**src/design/twv_pkg.sv**
```systemverilog
// Shared types and fixed widths for the trapped-water block.
// No dependencies; every other design file imports this package.
`default_nettype none

package twv_pkg;

   localparam int IN_H_W  = 16;  // width of the bar height port
   localparam int TOTAL_W = 26;  // width of the water total port

   // Control that travels with a finished profile from front to back
   typedef struct packed {
      logic bank;     // store bank that holds the profile
      logic dropped;  // bars were dropped because the bank was full
   } job_ctl_type;

   // Back tells the front that it has finished with a bank
   typedef struct packed {
      logic valid;
      logic bank;
   } done_type;

endpackage

`default_nettype wire

```
**src/design/twv_front.sv**
```systemverilog
// Front end: accepts bars, writes them into the current store bank and
// hands each finished profile to the job queue. Depends on twv_pkg.
`default_nettype none

module twv_front #(
   parameter int MAX_BARS = 1024,
   parameter int SW       = 16,
   parameter int AW       = 10,
   parameter int CW       = 11
) (
   input  wire logic                       clock,
   input  wire logic                       reset,
   input  wire logic                       push,
   output logic                            full,
   input  wire logic [twv_pkg::IN_H_W-1:0] bar_height,
   input  wire logic                       last_bar,
   output logic                            wr_en,
   output logic [AW:0]                     wr_addr,
   output logic [SW-1:0]                   wr_data,
   output logic                            job_push,
   output logic [CW-1:0]                   job_count,
   output twv_pkg::job_ctl_type            job_ctl,
   input  wire twv_pkg::done_type          done
);
   import twv_pkg::*;

   logic          bank_ff, bank_in;
   logic [CW-1:0] cnt_ff, cnt_in;
   logic          drop_ff, drop_in;
   logic [1:0]    busy_ff, busy_in;
   logic          accept;
   logic          room;

   // A bank stays busy from the end of its profile until the walk is done
   assign full   = busy_ff[bank_ff];
   assign accept = push & ~full;
   assign room   = (cnt_ff < CW'(MAX_BARS));

   assign wr_en   = accept & room;
   assign wr_addr = {bank_ff, cnt_ff[AW-1:0]};
   assign wr_data = bar_height[SW-1:0];

   assign job_push        = accept & last_bar;
   assign job_count       = room ? cnt_ff + CW'(1) : cnt_ff;
   assign job_ctl.bank    = bank_ff;
   assign job_ctl.dropped = drop_ff | ~room;

   always_comb begin
      bank_in = bank_ff;
      cnt_in  = cnt_ff;
      drop_in = drop_ff;
      busy_in = busy_ff;
      if (done.valid) begin
         busy_in[done.bank] = 1'b0;
      end
      if (accept) begin
         if (last_bar) begin
            // close the profile and switch to the other bank
            busy_in[bank_ff] = 1'b1;
            bank_in          = ~bank_ff;
            cnt_in           = '0;
            drop_in          = 1'b0;
         end else if (room) begin
            cnt_in = cnt_ff + CW'(1);
         end else begin
            drop_in = 1'b1;
         end
      end
   end

   always_ff @(posedge clock) begin
      if (reset) begin
         bank_ff <= 1'b0;
         cnt_ff  <= '0;
         drop_ff <= 1'b0;
         busy_ff <= '0;
      end else begin
         bank_ff <= bank_in;
         cnt_ff  <= cnt_in;
         drop_ff <= drop_in;
         busy_ff <= busy_in;
      end
   end

endmodule

`default_nettype wire

```
**config.mk**
```make
export PLATFORM = sky130hd
export DESIGN_NAME = twv_front
export DESIGN_NICKNAME = d
export VERILOG_FILES = /design/src/design/twv_pkg.sv /design/src/design/twv_front.sv
export SDC_FILE = /design/constraint.sdc
export NUM_CORES = 1
export LEC_CHECK = 0
export ABC_AREA = 1
export BUFFER_PORTS_ARGS = -buffer_cell sky130_fd_sc_hd__buf_2
export CORE_AREA = 8 8 70 72
export CTS_CLUSTER_DIAMETER = 150
export DETAILED_ROUTE_END_ITERATION = 8
export DIE_AREA = 0 0 78 80
export SYNTH_ARGS = -nofsm -noshare
export SYNTH_HDL_FRONTEND = slang
export SYNTH_SLANG_ARGS = --single-unit
```
**constraint.sdc**
```tcl
create_clock -name clock -period 1.25 [get_ports clock]
set_input_delay 0.0625 -clock clock [delete_from_list [all_inputs] [get_ports clock]]
set_output_delay 0.0625 -clock clock [all_outputs]
set_load 0.02 [all_outputs]
```
Word-level counts from Yosys, hierarchy flattened
Index checks and enable logic that the tools add are counted.
Word-level totals
  flip-flop bits (word level): 15
  output and inout port bits: 43
Operators by class
  add/sub/neg operators: 1
  magnitude comparators: 5
  equal/unequal tests: 1
  mux-type cells: 13
  bitwise gates (word level): 10
  reduce and logical (&&, ||, !) cells: 4
Operators by type and width (number)
  11-bit two-way mux: 2
  11-bit by 1-bit adder with 11-bit output (second input constant): 1
  11-bit less-than comparator (second input constant): 1
  1-bit two-way mux: 6
  2-bit two-way mux: 3
  1-bit by 2-bit less-than comparator with 1-bit output (second input constant): 2
  2-bit AND reduction: 2
  1-bit bitwise AND: 3
  1-bit NOT: 3
  2-bit bitwise AND: 1
  1-bit demux with 1-bit select: 2
  1-bit >= comparator (second input constant): 2
  1-bit logical AND: 2
  2-bit inequality test (second input constant): 1
  2-bit NOT: 1
  2-bit OR: 1
  1-bit OR: 1

Logic depth before layout (Yosys ltp)
Gate-level depths: netlist of the first run.
  depth after elaboration: 10
  gate-level depth with buffers: 9
  mapped depth without buffers: 8

Worst setup path after synthesis of the first run
Ideal clock, no wire load.
  kind: register to register
  start: register cnt_ff[0]
  end: register cnt_ff[4]
  setup time: 0.070 ns
  data arrival time: 1.367 ns
  path slack: -0.187 ns
  stages on the path, launching flop included: 7
  cell sequence: dfxtp_1 ha_1 nand2_4 nor2_2 xor2_1 nand2_1 a21oi_1
On the way
  cells in the longest elaborated chain, start to end: 3
  elaborated cells between the ends (all ways): 4
RTL lines
  from (decl): line twv_front.sv:28  | logic [CW-1:0] cnt_ff, cnt_in;
  from (signal assigned): line twv_front.sv:79  | cnt_ff <= cnt_in;
  11-bit by 1-bit adder with 11-bit output / 11-bit less-than comparator (equally long branches)
  11-bit two-way mux (*): line twv_front.sv:63  | end else if (room) begin
  net job_count[4]: line twv_front.sv:21  | output logic [CW-1:0] job_count,
  11-bit two-way mux (*): line twv_front.sv:57  | if (last_bar) begin
The timed path passes the listed nets; every way through them passes the cells marked *.
A chain may end at the register's enable or synchronous reset.

Final worst setup path of the first run
  start: register cnt_ff[0]
  end: output port job_count[5]
On the way
  cells in the longest elaborated chain, start to end: 2
  elaborated cells between the ends (all ways): 3
RTL lines (line)
  11-bit by 1-bit adder with 11-bit output / 11-bit less-than comparator (equally long branches): twv_front.sv:44, twv_front.sv:37
  11-bit two-way mux (*)
  to (decl): twv_front.sv:21
Every way passes the cells marked *; elsewhere a longest branch is shown, timed or not.

==> results.sh, run 1 <==
export IMPL_period_share_pct=117
export IMPL_dp_slack_ns=-0.0998
export IMPL_dp_cells=221
export IMPL_path_clk_slew_ns=0.07
export IMPL_ys_ff_latch=15
export IMPL_start_util_pct=28.8
export IMPL_wl_mm=3.03
export IMPL_placed_area_sq_um=1220
export IMPL_vias=1026
export IMPL_wl_per_cell_um=12.9
export IMPL_finalHoldViolations=0
export IMPL_grt_overflow_total=0
export IMPL_rsz0062_at_grt="yes"
export IMPL_layout_common_cells="nand2_1 (36), buf_2 (20), buf_4 (20)"
export IMPL_cp_end_kind="output port"
export IMPL_port_buffers=32
export IMPL_crit_top_cell="buf_6"
export IMPL_synth_ff_type="dfxtp_1"
export IMPL_cts_tree="done"
export IMPL_syn_inst=157
export IMPL_reg2reg_from="cnt_ff[0]"
export IMPL_cts_buffer_depth=2
export IMPL_tightest_slew_ns=0.318
export IMPL_diodes=0
export IMPL_cp_startpoint="cnt_ff[0]"
export IMPL_syn_nets=180
export IMPL_grt_pass1_vias=1024
export IMPL_leakagePower_nw=0.696
export IMPL_syn_avg_cell_area_sq_um=7.07
export IMPL_fmax_mhz=687
export IMPL_worstPathArrival_ns=1.39
export IMPL_synth_area_sq_um=1110
export IMPL_grt_pass1_wl_mm=4.77
export IMPL_die_area_sq_um=6240
export IMPL_synth_edf_count=0
export IMPL_drt_iter0_drc=36
export IMPL_crit_type="register to output port"
export IMPL_critPathLaunchType="register"
export IMPL_crit_required_ns=1.19
export IMPL_path_delay_family="simple AND/OR/NAND/NOR gates"
export IMPL_irDropWorstVdd_uv=314
export IMPL_numCtsBuffers=3
export IMPL_drv_slew=0
export IMPL_crit_cells=6
export IMPL_violations="setup timing"
export IMPL_grt_max_degree=15
export IMPL_ys_seq_area_share_pct=27.1
export IMPL_cp_cell_sequence="buf_6 > nand3_4 > nor2_4 > nand3_2 > and2_4 > buf_6"
export IMPL_rows=23
export IMPL_postLayoutCellArea_sq_um=1580
export IMPL_stdcell_count=235
export IMPL_ys_warn_count=0
export IMPL_slowest_stage="dfxtp_4"
export IMPL_grt_antenna_before_repair=0
export IMPL_cap_violations=0
export IMPL_final_common_cell="nand2_1"
export IMPL_track_usage_pct=9.33
export IMPL_cp_slowest_stage_delay_ns=0.37
export IMPL_r2r_end="cnt_ff[4]"
export IMPL_reg2reg_depth=8
export IMPL_critPathMaxFanout=6
export IMPL_drive_gt1_share_pct=56.8
export IMPL_clock_sinks=15
export IMPL_min_period_ns=1.46
export IMPL_io_pins=65
export IMPL_area_growth_pct=42.2
export IMPL_antenna_left=0
export IMPL_worst_slack_ns=-0.206
export IMPL_fp_dieH_um=80
export IMPL_crit_buf_inv=2
export IMPL_dp_hpwl_mm=2.10
export IMPL_dr_pass1_iters=4
export IMPL_finalPower_mw=1.10
export IMPL_drc=0
export IMPL_ys_types=29
export IMPL_layout_nets=209
export IMPL_min_path_type="primary input to register"
export IMPL_slew_headroom_pct=78.8
export IMPL_holdBufCountCts=0
export IMPL_die_x_um=78
export IMPL_fin_setup_tns_ns=-1.66
export IMPL_hp_start="done[0]"
export IMPL_reg2reg_slack_ns=-0.07
export IMPL_fin_skew_ns=0.00228
export IMPL_outcome="finished, violations left"
export IMPL_clock_latency_ns=0.25
export IMPL_crit_path_end="job_count[5]"
export IMPL_core_sq_um=3860
export IMPL_ys_async_sr_fraction_pct=0
export IMPL_via_per_inst=4.37
export IMPL_setup_viol=11
export IMPL_p_per_area_nw_per_um2=697
export IMPL_cts_htree_levels=1
export IMPL_cts_root_buffer="clkbuf_8"
export IMPL_gp_congestion=0.729
## logic make-up after synthesis
group	after synthesis	synth area share [%]
XOR/XNOR	3	2.37
adder cells (fa/ha/maj)	1	1.13
buffers and inverters	45	26.2
AND/OR/NAND/NOR	76	35.2
flip-flops	15	27.1
AO/OA/AOI/OAI	17	8.12
## how the worst min path moves through the flow
stage / end / slack (ns) / cells after the start
after floorplan: cnt_ff[0] / 0.12 / 1
after global placement: wr_data[15] / 0.13 / 0
after detailed placement: wr_data[15] / 0.13 / 0
after CTS: busy_ff[1] / 0.09 / 4
after global routing: wr_data[7] / 0.13 / 0
final: busy_ff[1] / 0.1 / 4
## state kept, by name (all words and copies together) (netlist names)
register / flops
drop_ff: 1
bank_ff: 1
cnt_ff: 11
busy_ff: 2
## cell usage after synthesis (2+ instances only)
| library cell | number | share of area (%) |
|---|---|---|
| a21oi_1 | 14 | 6.3 |
| and2_1 | 2 | 1.1 |
| buf_4 | 29 | 20 |
| dfxtp_1 | 15 | 27 |
| inv_1 | 10 | 3.4 |
| inv_2 | 3 | 1.0 |
| nand2_1 | 45 | 15 |
| nand2_4 | 2 | 2.0 |
| nand3_1 | 9 | 4.1 |
| nand3_2 | 2 | 1.8 |
| nor2_1 | 5 | 1.7 |
| nor2_2 | 2 | 1.1 |
| nor3_1 | 2 | 0.90 |
| xnor2_1 | 2 | 1.6 |
## worst register-to-register path, delay by kind of cell, from the launching register on
kind / cells / cell delay [ns]
xor gates and xnor gates: 1 / 0.18
adders and majority gates: 1 / 0.16
DFF: 1 / 0.36
buffers and inverters: 2 / 0.28
and+or+nand+nor: 3 / 0.19
AOI/OAI and AO/OA: 1 / 0.05
## what timing repair did
| action | in CTS | in global routing |
|---|---|---|
| setup buffers | 7 | 5 |
| hold endpoints to repair | 0 | 0 |
| gates resized for setup | 38 | 26 |
| endpoints found under the setup margin | 13 | 18 |
| pin swaps | 8 | 10 |
## report_power, final
part / internal (mW) / switching [mW] / total (mW)
clock network: 0.226 / 0.188 / 0.414
registers: 0.484 / 0.00839 / 0.492
logic: 0.0839 / 0.110 / 0.194
total: 0.794 / 0.306 / 1.10
## per-layer routing
metal | GRT usage, % | up-vias | wire [um]
met4 | 2.04 | 0 | 14
li1 | - | 526 | -
met5 | 0 | - | 0
met2 | 17.0 | 25 | 1600
met3 | 4.39 | 4 | 250
met1 | 9.54 | 471 | 1170
## cell type report
cell class / count / area (sq um)
fillers: 425 / 2280
clock buffers: 4 / 45.0
inverters: 14 / 57.6
multi-input cells: 97 / 683
well taps: 50 / 62.6
repair buffers: 55 / 419
flip-flops and latches: 15 / 310
## metrics by stage
stage	hold WS, ns	utilization, %
3_3_place_gp	0.125	31.6
4_1_cts	0.0916	37.6
2_1_floorplan	0.124	-
6_report	0.0951	40.9
3_5_place_dp	0.125	31.6
5_1_grt	0.125	40.9
No activity file was read; power rests on OpenSTA's default activity.
==> run 2: changes to the inputs <==
--- a/config.mk
+++ b/config.mk
@@ -11,6 +11,7 @@
 export CTS_CLUSTER_DIAMETER = 150
 export DETAILED_ROUTE_END_ITERATION = 8
 export DIE_AREA = 0 0 78 80
+export RECOVER_POWER = 100
 export SYNTH_ARGS = -nofsm -noshare
 export SYNTH_HDL_FRONTEND = slang
 export SYNTH_SLANG_ARGS = --single-unit
==> run 2 against run 1 <==
Net effect: the run still ends with setup timing left; clock skew shrank 0.00056 ns; largest power group unchanged; worst setup slack about the same; critical path type unchanged; sequential power barely moved.
==> results.sh, run 2 (synthesized netlist as in run 1, its figures left out) <==
export IMPL_outcome="finished, violations left"
export IMPL_violations="setup timing"
export IMPL_worstPathArrival_ns=1.39
export IMPL_slew_headroom_pct=78.6
export IMPL_dp_cells=221
export IMPL_holdBufCountCts=0
export IMPL_min_path_type="primary input to register"
export IMPL_cts_root_buffer="clkbuf_8"
export IMPL_vias=1023
export IMPL_fin_skew_ns=0.00172
export IMPL_clock_latency_ns=0.25
export IMPL_start_util_pct=28.8
export IMPL_die_area_sq_um=6240
export IMPL_leakagePower_nw=0.646
export IMPL_cts_buffer_depth=2
export IMPL_port_buffers=32
export IMPL_p_per_area_nw_per_um2=703
export IMPL_final_common_cell="nand2_1"
export IMPL_path_clk_slew_ns=0.07
export IMPL_tightest_slew_ns=0.320
export IMPL_dp_hpwl_mm=2.10
export IMPL_worstHoldPathCells=4
export IMPL_grt_pass1_wl_mm=4.77
export IMPL_rsz0062_at_grt="yes"
export IMPL_finalPower_mw=1.09
export IMPL_antenna_left=0
export IMPL_fillCellCount=435
export IMPL_dr_pass1_iters=4
export IMPL_core_sq_um=3860
export IMPL_top_regs="cnt_ff (11), busy_ff (2)"
export IMPL_grt_antenna_before_repair=0
export IMPL_finalHoldViolations=0
export IMPL_cap_violations=0
export IMPL_drc=0
export IMPL_worst_slack_ns=-0.206
export IMPL_area_growth_pct=39.9
export IMPL_dp_slack_ns=-0.0998
export IMPL_drt_iter0_drc=42
export IMPL_grt_pass1_vias=1024
export IMPL_rows=23
export IMPL_die_x_um=78
export IMPL_cts_tree="done"
export IMPL_multi_input_area_sq_um=676
export IMPL_reg2reg_slack_ns=-0.07
export IMPL_irDropWorstVdd_uv=313
export IMPL_layout_nets=209
export IMPL_largest_reg_flops=11
export IMPL_diodes=0
export IMPL_reg2reg_depth=8
export IMPL_reg2reg_from="cnt_ff[0]"
export IMPL_track_usage_pct=9.33
export IMPL_fin_setup_tns_ns=-1.87
export IMPL_grt_max_degree=15
export IMPL_registers_top_by_ff_count="cnt_ff"
export IMPL_cts_htree_levels=1
export IMPL_cp_end_kind="output port"
export IMPL_fmax_mhz=687
export IMPL_setup_viol=17
export IMPL_fp_dieH_um=80
export IMPL_stdcell_count=235
export IMPL_drv_slew=0
export IMPL_wl_mm=3.03
export IMPL_critPathLaunchType="register"
export IMPL_drive_gt1_share_pct=49.2
export IMPL_via_per_inst=4.35
export IMPL_crit_required_ns=1.19
export IMPL_numCtsBuffers=3
export IMPL_critPathMaxFanout=6
export IMPL_wl_per_cell_um=12.9
export IMPL_grt_overflow_total=0
export IMPL_crit_type="register to output port"
export IMPL_min_period_ns=1.46
export IMPL_io_pins=65
export IMPL_layout_common_cells="nand2_1 (37), buf_4 (19), buf_6 (15)"
export IMPL_cp_startpoint="cnt_ff[0]"
export IMPL_clock_sinks=15
export IMPL_fin_util_pct=40.3
export IMPL_gp_congestion=0.729
export IMPL_seq_area_sq_um=309
export IMPL_hp_start="done[0]"
export IMPL_period_share_pct=116
## run 2: per-stage QoR
stage / cell area (sq um) / hold WS (ns)
after floorplan: 1130 / 0.124
after global placement: 1220 / 0.125
after detailed placement: 1220 / 0.125
after CTS: 1450 / 0.0916
after global routing: 1550 / 0.125
final: 1550 / 0.0959
## run 2: metal layers
layer / routed length (um) / global-route usage [%] / share of wire (%) / vias to the layer above
li1: - / - / - / 525
met1: 1170 / 9.54 / 39 / 469
met2: 1590 / 17.0 / 53 / 25
met4: 14 / 2.04 / 0.46 / 0
met5: 0 / 0 / 0 / -
met3: 252 / 4.39 / 8.3 / 4
## run 2: timing repair
| item | CTS | global route |
|---|---|---|
| buffers inserted | 7 | 5 |
| setup endpoints to repair | 13 | 18 |
| pin swaps | 8 | 10 |
| gates resized for setup | 38 | 26 |
## run 2: area by class of cell
class / count / share of cell area [%]
clock buffers: 4 / 2.90
inverters: 14 / 3.71
multi-input cells: 97 / 43.5
flip-flops and latches: 15 / 19.9
well taps: 50 / 4.03
repair buffers: 55 / 25.9
## run 2: critical path, stage by stage (launching register included)
cell	delay [ns]
dfxtp_4	0.37
buf_6	0.11
nand3_4	0.08
nor2_4	0.20
nand3_2	0.10
and2_4	0.16
buf_6	0.12
## run 2: final timing paths
| path | endpoint |
|---|---|
| hold reg to reg | drop_ff |
| hold / removal | busy_ff[1] |
| setup / recovery | job_count[5] |
| setup reg to reg | cnt_ff[4] |
## run 2: report_power, final
| group | leakage [nW] | internal (mW) | switching, mW | total, mW |
|---|---|---|---|---|
| Clock | 0.0228 | 0.226 | 0.186 | 0.412 |
| Combinational | 0.500 | 0.0798 | 0.109 | 0.189 |
| Sequential | 0.123 | 0.484 | 0.00722 | 0.491 |
