### src/design/twv_pkg.sv
// Shared types and fixed widths for the trapped-water block.
// No dependencies; every other design file imports this package.
`default_nettype none

package twv_pkg;

   localparam int IN_H_W  = 16;  // width of the bar height port
   localparam int TOTAL_W = 26;  // width of the water total port

   // Control that travels with a finished profile from front to back
   typedef struct packed {
      logic bank;     // store bank that holds the profile
      logic dropped;  // bars were dropped because the bank was full
   } job_ctl_type;

   // Back tells the front that it has finished with a bank
   typedef struct packed {
      logic valid;
      logic bank;
   } done_type;

endpackage

`default_nettype wire

### src/design/twv_jobq.sv
// Two-entry queue of finished profiles between front and back.
// Depends on twv_pkg for the job control struct.
`default_nettype none

module twv_jobq #(
   parameter int CW = 11
) (
   input  wire logic                 clock,
   input  wire logic                 reset,
   input  wire logic                 push,
   input  wire logic [CW-1:0]        push_count,
   input  wire twv_pkg::job_ctl_type push_ctl,
   input  wire logic                 pop,
   output logic                      avail,
   output logic [CW-1:0]             head_count,
   output twv_pkg::job_ctl_type      head_ctl
);
   import twv_pkg::*;

   logic [CW-1:0] count_ff [2];
   job_ctl_type   ctl_ff   [2];
   logic          wptr_ff, wptr_in;
   logic          rptr_ff, rptr_in;
   logic [1:0]    fill_ff, fill_in;

   assign avail      = (fill_ff != 2'd0);
   assign head_count = count_ff[rptr_ff];
   assign head_ctl   = ctl_ff[rptr_ff];

   always_comb begin
      wptr_in = wptr_ff;
      rptr_in = rptr_ff;
      fill_in = fill_ff;
      if (push) begin
         wptr_in = ~wptr_ff;
      end
      if (pop & avail) begin
         rptr_in = ~rptr_ff;
      end
      unique case ({push, pop & avail})
         2'b10:   fill_in = fill_ff + 2'd1;
         2'b01:   fill_in = fill_ff - 2'd1;
         default: fill_in = fill_ff;
      endcase
   end

   always_ff @(posedge clock) begin
      if (reset) begin
         wptr_ff <= 1'b0;
         rptr_ff <= 1'b0;
         fill_ff <= '0;
      end else begin
         wptr_ff <= wptr_in;
         rptr_ff <= rptr_in;
         fill_ff <= fill_in;
      end
   end

   always_ff @(posedge clock) begin
      if (push) begin
         count_ff[wptr_ff] <= push_count;
         ctl_ff[wptr_ff]   <= push_ctl;
      end
   end

endmodule

`default_nettype wire

### config.mk
export PLATFORM = sky130hd
export DESIGN_NAME = twv_jobq
export DESIGN_NICKNAME = d
export VERILOG_FILES = /design/src/design/twv_pkg.sv /design/src/design/twv_jobq.sv
export SDC_FILE = /design/constraint.sdc
export NUM_CORES = 1
export LEC_CHECK = 0
export CORE_MARGIN = 5
export CORE_UTILIZATION = 25
export DETAILED_ROUTE_END_ITERATION = 10
export DONT_BUFFER_PORTS = 1
export GPL_ROUTABILITY_DRIVEN = 0
export SYNTH_ARGS = -nofsm -noshare
export SYNTH_HDL_FRONTEND = slang
export SYNTH_SLANG_ARGS = --single-unit
### constraint.sdc
create_clock -name clock -period 2.4 [get_ports clock]
set_input_delay 0.12 -clock clock [delete_from_list [all_inputs] [get_ports clock]]
set_output_delay 0.12 -clock clock [all_outputs]
set_load 0.1 [all_outputs]
After elaboration in Yosys (flattened, before gate mapping)
Memory sizes are Yosys's and may differ from the RTL's. A register that Yosys moved wholly into a read port is not among the register bits.
Cells that the tools add are included.
{ "totals": {"reg_bits": 4, "ramBits": 26, "input_bits": 17, "output_inout_bits": 14, "wordCells": 21, "memories": 2} }
{ "classes": {"add_sub_neg": 2, "eq_ne": 2, "mux": 7, "bitwise": 3, "n_reduce_logical": 2} }
{ "mem_list": {"columns": ["name", "words", "width", "read_ports", "rd_ports_with_merged_regs", "write_ports", "line_no", "rtl"], "rows": [
  ["count_ff", 2, 11, 1, 1, 1, "twv_jobq.sv:20", "logic [CW-1:0] count_ff [2];"],
  ["ctl_ff", 2, 2, 1, 1, 1, "twv_jobq.sv:21", "job_ctl_type ctl_ff [2];"]
]} }
{ "op_table": {"columns": ["cell", "n"], "rows": [
  ["$mux 1", 6],
  ["$pmux 2 s2", 1],
  ["$reduce_bool 2->1", 2],
  ["$add 2x1->2 const B", 1],
  ["$eq 2x1->1 const B", 1],
  ["$eq 2x2->1 const B", 1],
  ["$not 1->1", 2],
  ["$sub 2x1->2 const B", 1],
  ["$and 1x1->1", 1]
]} }

Depth between registers and ports, before layout
Gate-level depths: netlist of the first run.
{ "logic_depth": {"word_depth": 4, "depth_mapped": 5, "depth_no_buf": 5} }

Least setup slack after synthesis of the first run
No wires, ideal clock.
{ "synth_timing": {"path_type": "register -> register", "startpoint": "reg fill_ff[0]", "endpoint": "reg fill_ff[1]", "setup_time_ns": 0.070, "arrival_time_ns": 1.272, "t_required_ns": 2.330, "path_slack_ns": 1.058, "stages_incl_launch_ff": 5, "n_path_buf": 0, "period_less_slack_ns": 1.342, "cell_sequence": "dfxtp_1 o21a_1 ha_1 or3_1 a21oi_1"} }
{ "synth_via": {"elab_chain_len": 4, "word_cells_on_any_way": 8, "cone_classes": "add/sub (2); eq/ne (2); mux (1); bitwise (1); reduce/logical (2)"} }
{ "synth_rtl": {"columns": ["element", "line_no", "rtl"], "rows": [
  ["start, declared", "twv_jobq.sv:24", "logic [1:0] fill_ff, fill_in;"],
  ["start signal, assigned", "twv_jobq.sv:55", "fill_ff <= fill_in;"],
  ["$reduce_bool 2->1", "twv_jobq.sv:26", "assign avail = (fill_ff != 2'd0);"],
  ["$and 1x1->1", "twv_jobq.sv:40", "unique case ({push, pop & avail})"],
  ["$eq 2x1->1 / $eq 2x2->1 (equally long branches)", "twv_jobq.sv:40", null],
  ["$pmux 2 s2 / $reduce_bool 2->1 (equally long branches)", null, null]
]} }
Several ways; a longest one is shown, not always the timed one.
A chain may end at the register's enable or synchronous reset.

==> metrics.md, run 1 <==
| Metric | Value |
|---|---|
| Main synth FF type | edfxtp_1 |
| Vias in the first global route | ~660 |
| Clock root cell | clkbuf_8 |
| CP required | approximately 2300 ps |
| Placed cell area | roughly 1200 µm² |
| Flop pwr share | a little under 40% |
| RSZ-0062 raised after global routing | false |
| Wire per inst | between 10 and 15 µm |
| Worst Hold Path Cells | 3 |
| Synth warnings | 0 |
| Pwr dens | between 1000 and 1500 nW/µm² |
| Sw frac | between 40% and 50% |
| # rows | 24 |
| NetSw | ~0.00081 W |
| Register-to-register setup slack | between 900 and 1000 ps |
| Layout area overhead | 26.3% |
| Initial DRC count | 2 |
| IO Port Bufs | 0 |
| First-pass GRT wire length | 3150 µm |
| Clock sink total | 31 |
| DPL Wire Length | ~1400 µm |
| Max Clock Freq | about 580 MHz |
| Reg clk slew, reported paths | 60 ps |
| Share of cells above drive strength 1 | between 20 and 25% |
| Syn_nets | 80 |
| Final min period | 1730 ps |
| Top-count cell post-synth | edfxtp_1 |
| Post-synth ARST share | 0% |
| Crit path cell chain | mux2_2 |
| Synthesized instance count | between 60 and 70 |
| Top cells by area, synth | edfxtp_1 (69%), mux2_2 (13%), dfxtp_1 (8.8%), xnor2_1 (2.3%), nor2_1 (1.6%) |
| Crit start category | flip-flop |
| Setup_tns | 0 ps |
| Distinct cell type count after synthesis | 15 |
| Vias | a little under 600 |
| CP endpoint kind | primary output |
| Register area | ~880 µm² |
| Reg-to-reg endpoint | fill_ff[1] |
| MaxCap Viol Count | 0 |
| Mean Syn Cell Area | 18.4 µm² |
| Final instance area | 1440 µm² |
| DRT antenna net count | 0 |
| I/O pins | 31 |
| Postcts setup bufs | 0 |
| Synthesized area | 1140 µm² |
| Crit path DAT | ~1600 ps |
| Multi-input gate area | ~250 µm² |
| Routed Wire Length | around 2000 µm |
| Slew headroom | 57.1% |
| Clk_lat worst skew | 280 ps |
| Height of the chip | ~77 µm |
| Vias per inst | approximately 4.3 |
| Combinational share of power | 40.0% |
| Total CTS buffers | 5 |
| Clock skew after layout | about 7 ps |
| RR Startpoint | fill_ff[0] |
| DRC | 0 |
| Synth cell count leaders | edfxtp_1 (26), mux2_2 (13), dfxtp_1 (5), nor2_1 (5), xnor2_1 (3) |
| Final setup fails | 0 |
| Core area | about 4400 µm² |
| Crit path depth | 1 |
| N_diodes | 0 |
| Period utilisation layout | about 72% |
| Worst path max stage delay | between 600 and 700 ps |
| Worst-Margin Slew | around 640 ps |
| Register bit total from synthesis | 31 |
| R2r worst-path depth | 4 |
| Peak supply drop | 606 µV |
| GRT Residual Overflow | 0 |
| Tot GR Track Use | under 10% |
| Final Hold Fails | 0 |
| 1st-pass router iterations | 2 |
| CP bufs+invs | 0 |
| Yosys top cell area share | 68.6% |
| Cell taking the most area after synthesis | edfxtp_1 |
| Final slew viol count | 0 |
| Hold crit path type | in2reg |
| Die X | 77.5 µm |
| Setup Crit Path Kind | reg2out |
| Clock share of power | 20.8% |
| Setup crit end | head_count[3] |
| Post-synth EDFFs | 26 |
| Internal power component | just under 0.001 W |
| Largest net degree at the start of global routing | 14 |
| Fill cells | 448 |
| Status | complete, no violations |
| Leakage | a little under 0.5 nW |
| Seq/Total Area, Yosys | around 77% |
| H-tree Lvls | 2 |
| Final Util | 32.8% |
| CTS tree | built |
| Antenna violations before repair | 0 |
| CP max-delay cell | dfxtp_1 |
| # nets final | a little over 100 |
| Starting Density | around 26% |
| Max Fanout on Critical Path | 13 |
| Die ar. | around 6000 µm² |
| Kind of cell adding the most delay to the critical path | flip-flops |
| Longest Clk Path Bufs | 2 |
[worst min-delay path by stage]
stage          startpoint          to  slack [ps]
4_1_cts               pop   flip-flop         180
3_5_place_dp        reset   flip-flop         190
5_1_grt               pop     rptr_ff         210
6_report              pop   flip-flop         190
2_1_floorplan       reset  fill_ff[1]         190
3_3_place_gp        reset  fill_ff[1]         190
[worst reg2reg max path, cell delays in order, from the launching register on]
cell     delay (ps)
dfxtp_1         350
o21a_1          220
ha_1            330
or3_1           350
a21oi_1         150
[per-layer routing]
metal / wire length, µm / vias up / share of wire (%) / global-route usage (%)
met5: 0 / - / 0 / 0
met4: 41 / 0 / 2.1 / 4.64
met3: 179 / 6 / 9.1 / 4.28
met2: 1020 / 24 / 52 / 11.2
met1: 721 / 287 / 37 / 6.93
li1: - / 275 / - / -
[area by class of cell]
cell class              instances  area share (%)
flip-flops and latches         31            61.3
multi-input cells              29            17.3
repair buffers                 16            11.0
clock buffers                   7            5.31
well taps                      52            4.53
clock inverters                 1           0.348
inverters                       1           0.261
[cell families (layout without fill, tap and decap cells)]
family	Yosys count	after routing	share of synthesized area [%]
flip-flops	31	31	77.4
AO/OA/AOI/OAI	3	3	1.54
adder cells (fa/ha/maj)	1	1	1.10
buffers and inverters	2	25	0.768
AND/OR/NAND/NOR	8	8	3.30
multiplexers	13	13	12.9
XOR/XNOR	4	4	3.08
[repair_timing]
action                    in CTS  in global routing
gates resized for setup        0                  0
hold endpoints to repair      31                  0
hold buffers                  15                  0
[flip-flops by register name, indices dropped and copies added, names as in the netlist, named ones only]
signal and count:
ctl_ff 4, rptr_ff 1, wptr_ff 1, fill_ff 2
count_ff 22
[cell usage in the layout, fill, tap and decap left out, drive strengths merged]
cell	count
dfxtp	5
edfxtp	26
and2	1
clkinv	1
inv	1
nor2	5
buf	1
a21oi	1
ha	1
or2	1
dlygate4sd3	15
o21a	1
clkbuf	7
xor2	1
o21ai	1
xnor2	3
or3	1
mux2	13
[power groups by stage]
stage	clock network, W	registers [W]	logic [W]
after CTS	0.000391	0.000705	0.000722
after detailed placement	0	0.000715	0.000698
after floorplan	0	0.000679	0.000685
after global routing	0.000415	0.000711	0.000738
final	0.000373	0.000701	0.000715
after global placement	0	0.000710	0.000691
[metrics by stage]
| step | cells | total power (W) | hold slack (ps) | setup WS [ps] |
|---|---|---|---|---|
| floorplan | 62 | 0.00136 | 189 | 1060 |
| global placement | 114 | 0.00140 | 191 | 926 |
| detailed placement | 114 | 0.00141 | 195 | 919 |
| global route | 137 | 0.00186 | 207 | 545 |
| CTS | 137 | 0.00182 | 184 | 600 |
| finish | 137 | 0.00179 | 192 | 672 |
Note: power is estimated with default switching activity, not from simulation.
==> run 2: changes to the inputs <==
- ABC_AREA: unset -> 1
- clock period: 2.4 -> 1.45 ns (I/O delays scaled with it)
==> metrics.md, run 2 <==
| Metric | Value |
|---|---|
| CTS tree | built |
| Core area | around 4700 µm² |
| Wire per inst | between 10 and 15 µm |
| Longest Clk Path Bufs | 2 |
| Final instance area | 1650 µm² |
| # nets final | 124 |
| Top-count cell post-synth | edfxtp_1 |
| Synthesized instance count | between 70 and 80 |
| Worst path max stage delay | around 450 ps |
| DRC | 0 |
| DRT antenna net count | 0 |
| Period utilisation layout | a little over nine tenths |
| R2r worst-path depth | 5 |
| Hold crit path type | in2reg |
| Clock skew after layout | about 6.0 ps |
| Routed Wire Length | 2240 µm |
| Distinct cell type count after synthesis | 16 |
| Leakage | roughly 0.62 nW |
| Yosys top cell area share | between 60 and 70% |
| Largest net degree at the start of global routing | 15 |
| Crit path DAT | around 1300 ps |
| Layout area overhead | 35.8% |
| Most flops, register | count_ff |
| Final non-filler cell total | between 150 and 200 |
| Placed cell area | around 1400 µm² |
| DPL Wire Length | roughly 1600 µm |
| Peak supply drop | about 320 µV |
| Vias | roughly 680 |
| Die ar. | between 6000 and 7000 µm² |
| N_diodes | 0 |
| CP endpoint kind | primary output |
| Max FFs per register | 22 |
| Final min period | 1370 ps |
| Final critical-path setup slack | around 84 ps |
| Crit start category | flip-flop |
| Status | complete, no violations |
| Vias per inst | slightly below 4 |
| Slew headroom | 80.1% |
| Most frequent cells in the layout | edfxtp_1 (26), dlygate4sd3_1 (15), mux2_4 (10) |
| Total CTS buffers | 5 |
| Clock share of power | between 20 and 30% |
| I/O pins | 31 |
| CP required | approximately 1400 ps |
| Final slew viol count | 0 |
| Top flop regs | count_ff x22, ctl_ff x4, fill_ff x2 |
| Setup Crit Path Kind | reg2out |
| CP max-delay cell | mux2_4 |
| Crit path depth | 2 |
| Clock sink total | 31 |
| Flop pwr share | 43.8% |
| Setup_tns | 0 ps |
| Initial DRC count | 36 |
| Synthesized area | between 1000 and 1500 µm² |
| Height of the chip | ~80 µm |
| Dpl ws | ~93 ps |
| Max Clock Freq | ~730 MHz |
| Most common cell after layout, fill and taps aside | edfxtp_1 |
| Fill cells | 451 |
| Clock root cell | clkbuf_8 |
| Post-synth EDFFs | 26 |
| Main synth FF type | edfxtp_1 |
| Mean Syn Cell Area | 15.9 µm² |
| Tot GR Track Use | under 10% |
| Sw frac | approximately a third |
| Syn_nets | 94 |
| Seq/Total Area, Yosys | 72.7% |
| First-pass GRT wire length | about 3500 µm |
| Antenna violations before repair | 0 |
| Worst-Margin Slew | around 300 ps |
| Final setup fails | 0 |
| Internal power component | roughly 0.0016 W |
| RR Startpoint | wptr_ff |
| Max Fanout on Critical Path | 10 |
| H-tree Lvls | 2 |
| Pwr dens | between 1000 and 1500 nW/µm² |
| Vias in the first global route | ~770 |
| Post-synth ARST share | 0% |
| NetSw | between 0.0008 and 0.0009 W |
| Top cells by area, synth | edfxtp_1 (64%), mux2_4 (12%), dfxtp_1 (8.3%), nor2_1 (2.8%), mux2_2 (2.8%) |
| IO Port Bufs | 0 |
| Crit path cell chain | buf_6 -> mux2_4 |
| Synth cell count leaders | edfxtp_1 (26), mux2_4 (10), nor2_1 (9) |
| Reg clk slew, reported paths | roughly 60 ps |
| Tot Pwr | ~0.0024 W |
| Share of cells above drive strength 1 | between 20% and 30% |
| Placed Cells | 150 |
| Synth warnings | 0 |
| GRT Residual Overflow | 0 |
| CP bufs+invs | 1 |
| MaxCap Viol Count | 0 |
| Cell taking the most area after synthesis | edfxtp_1 |
| RSZ-0062 raised after global routing | false |
| Starting Density | between 20% and 30% |
| Register-to-register setup slack | approximately 90 ps |
| Setup crit end | head_count[3] |
| Die X | around 80 µm |
| Clk_lat worst skew | approximately 270 ps |
| Kind of cell adding the most delay to the critical path | multiplexers |
| 1st-pass router iterations | 4 |
| # rows | 25 |
| Final Hold Fails | 0 |
| Register bit total from synthesis | 31 |
| Combinational share of power | between 30% and 40% |
| Reg-to-reg endpoint | wptr_ff |
-- run 2: repair_timing --
item / CTS / global route
hold buffers: 15 / 0
resized for setup: 2 / 3
hold endpoints to repair: 29 / 0
setup buffers: 0 / 1
setup endpoints to repair: 10 / 2
-- run 2: layer usage --
metal | track usage, % | vias to the layer above | part of all wire, %
met5 | 0 | - | 0
met3 | 3.39 | 2 | 8.6
met4 | 4.64 | 0 | 0.85
met1 | 6.94 | 329 | 39
li1 | - | 326 | -
met2 | 13.6 | 24 | 52
-- run 2: per-stage QoR --
step / utilization, % / hold WS (ps)
2_1_floorplan: - / 152
3_3_place_gp: 29.4 / 154
3_5_place_dp: 29.4 / 156
4_1_cts: 34.3 / 56.8
5_1_grt: 34.8 / 60.9
6_report: 34.8 / 62.5
-- run 2: layout make-up --
class	instances	area [µm²]	share of cell area, %
flip-flops and latches	31	882	53.6
well taps	67	83.8	5.10
multi-input cells	35	303	18.4
clock buffers	8	80.1	4.87
inverters	9	33.8	2.05
repair buffers	24	263	16.0
-- run 2: worst min-delay path by stage --
stage | from | end | slack (ps) | cells past startpoint
global placement | reset | wptr_ff | 150 | 1
global route | pop | rptr_ff | 60 | 3
detailed placement | reset | wptr_ff | 160 | 1
finish | pop | flip-flop | 60 | 3
CTS | pop | flip-flop | 60 | 3
floorplan | reset | wptr_ff | 150 | 1
-- run 2: kinds of logic (layout without fill, tap and decap cells) --
group / Yosys count / after routing / share of synthesized area (%)
and+or+nand+nor: 18 / 18 / 6.09
adders and majority gates: 1 / 1 / 1.03
DFF: 31 / 31 / 72.7
AOI/OAI and AO/OA: 3 / 3 / 1.24
buffers and inverters: 10 / 41 / 3.72
muxes: 13 / 13 / 15.2
-- run 2: power groups by stage --
| stage | registers [W] | logic [W] | clock network [W] |
|---|---|---|---|
| after floorplan | 0.00107 | 0.000587 | 0 |
| after global placement | 0.00107 | 0.000678 | 0 |
| after detailed placement | 0.00108 | 0.000690 | 0 |
| after CTS | 0.00106 | 0.000731 | 0.000640 |
| after global routing | 0.00106 | 0.000774 | 0.000698 |
| final | 0.00106 | 0.000744 | 0.000612 |
-- run 2: worst register-to-register path, delay by kind of cell (launching register included) --
family	cells	cell delay (ps)
buf+inv	3	790
flops	1	350
simple gates	2	120
==> run 3: changes to the inputs <==
- ABC_AREA: 1 -> unset
==> metrics.md, run 3 (synthesis gave the netlist of run 1 again) <==
| Metric | Value |
|---|---|
| Vias in the first global route | about 740 |
| Most flops, register | count_ff |
| Tightest hold margin | approximately 210 ps |
| Worst path max stage delay | roughly 340 ps |
| Layout area overhead | 54.6% |
| Share of cells above drive strength 1 | between 40% and 50% |
| Crit path DAT | around 1600 ps |
| # nets final | around 120 |
| Reg clk slew, reported paths | about 60 ps |
| Max Clock Freq | about 720 MHz |
| # rows | 24 |
| CP bufs+invs | 0 |
| Dpl ws | ~14 ps |
| Status | complete, no violations |
| Final critical-path setup slack | 55.5 ps |
| Fill cells | approximately 400 |
| Worst-Margin Slew | a little over 500 ps |
| Clk_lat worst skew | between 200 and 300 ps |
| Worst Hold Launch | push |
| Crit path cell chain | o21a_1 -> ha_4 -> xnor2_1 -> or3_1 -> a21oi_1 |
| N_diodes | 0 |
| Max FFs per register | 22 |
| Antenna violations before repair | 0 |
| Final non-filler cell total | around 160 |
| GRT Residual Overflow | 0 |
| CP endpoint kind | flip-flop |
| DRC | 0 |
| Final setup fails | 0 |
| RSZ-0062 raised after global routing | true |
| DRT antenna net count | 0 |
| Largest net degree at the start of global routing | 10 |
| Pwr dens | between 1500 and 2000 nW/µm² |
| Vias per inst | between 4 and 5 |
| Kind of cell adding the most delay to the critical path | compound AO/OA/AOI/OAI gates |
| Max Fanout on Critical Path | 4 |
| Slew headroom | around two thirds |
| I/O pins | 31 |
| Total CTS buffers | 5 |
| Clock sink total | 31 |
| RR Startpoint | fill_ff[0] |
| Worst Hold Path Cells | 2 |
| Final Hold Fails | 0 |
| First-pass GRT wire length | 3380 µm |
| CTS tree | built |
| Final min period | ~1400 ps |
| Leakage | around 0.64 nW |
| Most common cell after layout, fill and taps aside | edfxtp_1 |
| Crit start category | flip-flop |
| Final Util | between 40% and 50% |
| 1st-pass router iterations | 2 |
| Vias | around 660 |
| Clock skew after layout | just under 5 ps |
| Most frequent cells in the layout | edfxtp_1 (26), dlygate4sd3_1 (15), mux2_2 (13), buf_12 (13), buf_4 (6) |
| Longest Clk Path Bufs | 2 |
| Period utilisation layout | 96.2% |
| Peak supply drop | 1200 µV |
| Die ar. | 6000 µm² |
| Setup_tns | 0 ps |
| Worst Hold Endpoint | count_ff[1][7] |
| Hold crit path type | in2reg |
| H-tree Lvls | 2 |
| Tot GR Track Use | under 10% |
| Setup Crit Path Kind | reg2reg |
| R2r worst-path depth | 5 |
| Placed Cells | 132 |
| CP required | roughly 1700 ps |
| Routed Wire Length | approximately 2200 µm |
| Reg-to-reg endpoint | fill_ff[1] |
| Starting Density | about a quarter |
| Register-to-register setup slack | 60 ps |
| Final slew viol count | 0 |
| Core area | about 4400 µm² |
| Initial DRC count | 17 |
| Height of the chip | 77.5 µm |
| CP max-delay cell | dfxtp_2 |
| Wire per inst | around 14 µm |
| Clock root cell | clkbuf_8 |
| MaxCap Viol Count | 0 |
| DPL Wire Length | around 1600 µm |
| IO Port Bufs | 0 |
| Die X | roughly 77 µm |
| Top flop regs | count_ff x22, ctl_ff x4, fill_ff x2 |
-- run 3: timing repair --
action                                  CTS  global route
hold endpoints to repair                 31             0
buffers inserted                          0             1
endpoints found under the setup margin    1             7
resized for setup                         1             2
pin swaps                                 0             1
hold buffers                             15             0
-- run 3: per-stage QoR --
step | area (µm²) | total power [W]
after detailed placement | 1500 | 0.00278
after global placement | 1500 | 0.00275
after global routing | 1760 | 0.00359
after floorplan | 1140 | 0.00226
after CTS | 1750 | 0.00347
final | 1760 | 0.00345
-- run 3: worst max path at each step --
stage,from,endpoint,slack (ps),depth (start not counted)
2_1_floorplan,fill_ff[0],fill_ff[1],110,4
3_3_place_gp,fill_ff[0],fill_ff[1],90,4
3_5_place_dp,fill_ff[0],fill_ff[1],10,4
4_1_cts,flip-flop,head_count[4],30,3
5_1_grt,flip-flop,head_count[1],-20,3
6_report,fill_ff[0],fill_ff[1],60,5
-- run 3: cell type report --
cell class | instances | area (µm²) | area share [%]
clock buffer | 7 | 76.3 | 4.34
clock inverter | 1 | 5.00 | 0.284
inverter | 1 | 3.75 | 0.213
multi-input combinational | 29 | 262 | 14.9
sequential | 31 | 882 | 50.1
tap | 52 | 65.1 | 3.70
timing repair buffer | 35 | 467 | 26.5
-- run 3: report_power, final --
part           switching (W)  internal [W]  leakage [nW]
clock               0.000284      0.000336        0.0422
sequential         0.0000493       0.00107         0.286
combinational        0.00109      0.000623         0.315
total                0.00142       0.00203         0.643
-- run 3: layer usage --
layer	up-vias	wire (µm)	global-route usage, %
met4	0	27	3.61
met3	6	178	4.86
met1	318	782	6.77
li1	311	-	-
met2	27	1210	13.6
met5	-	0	0
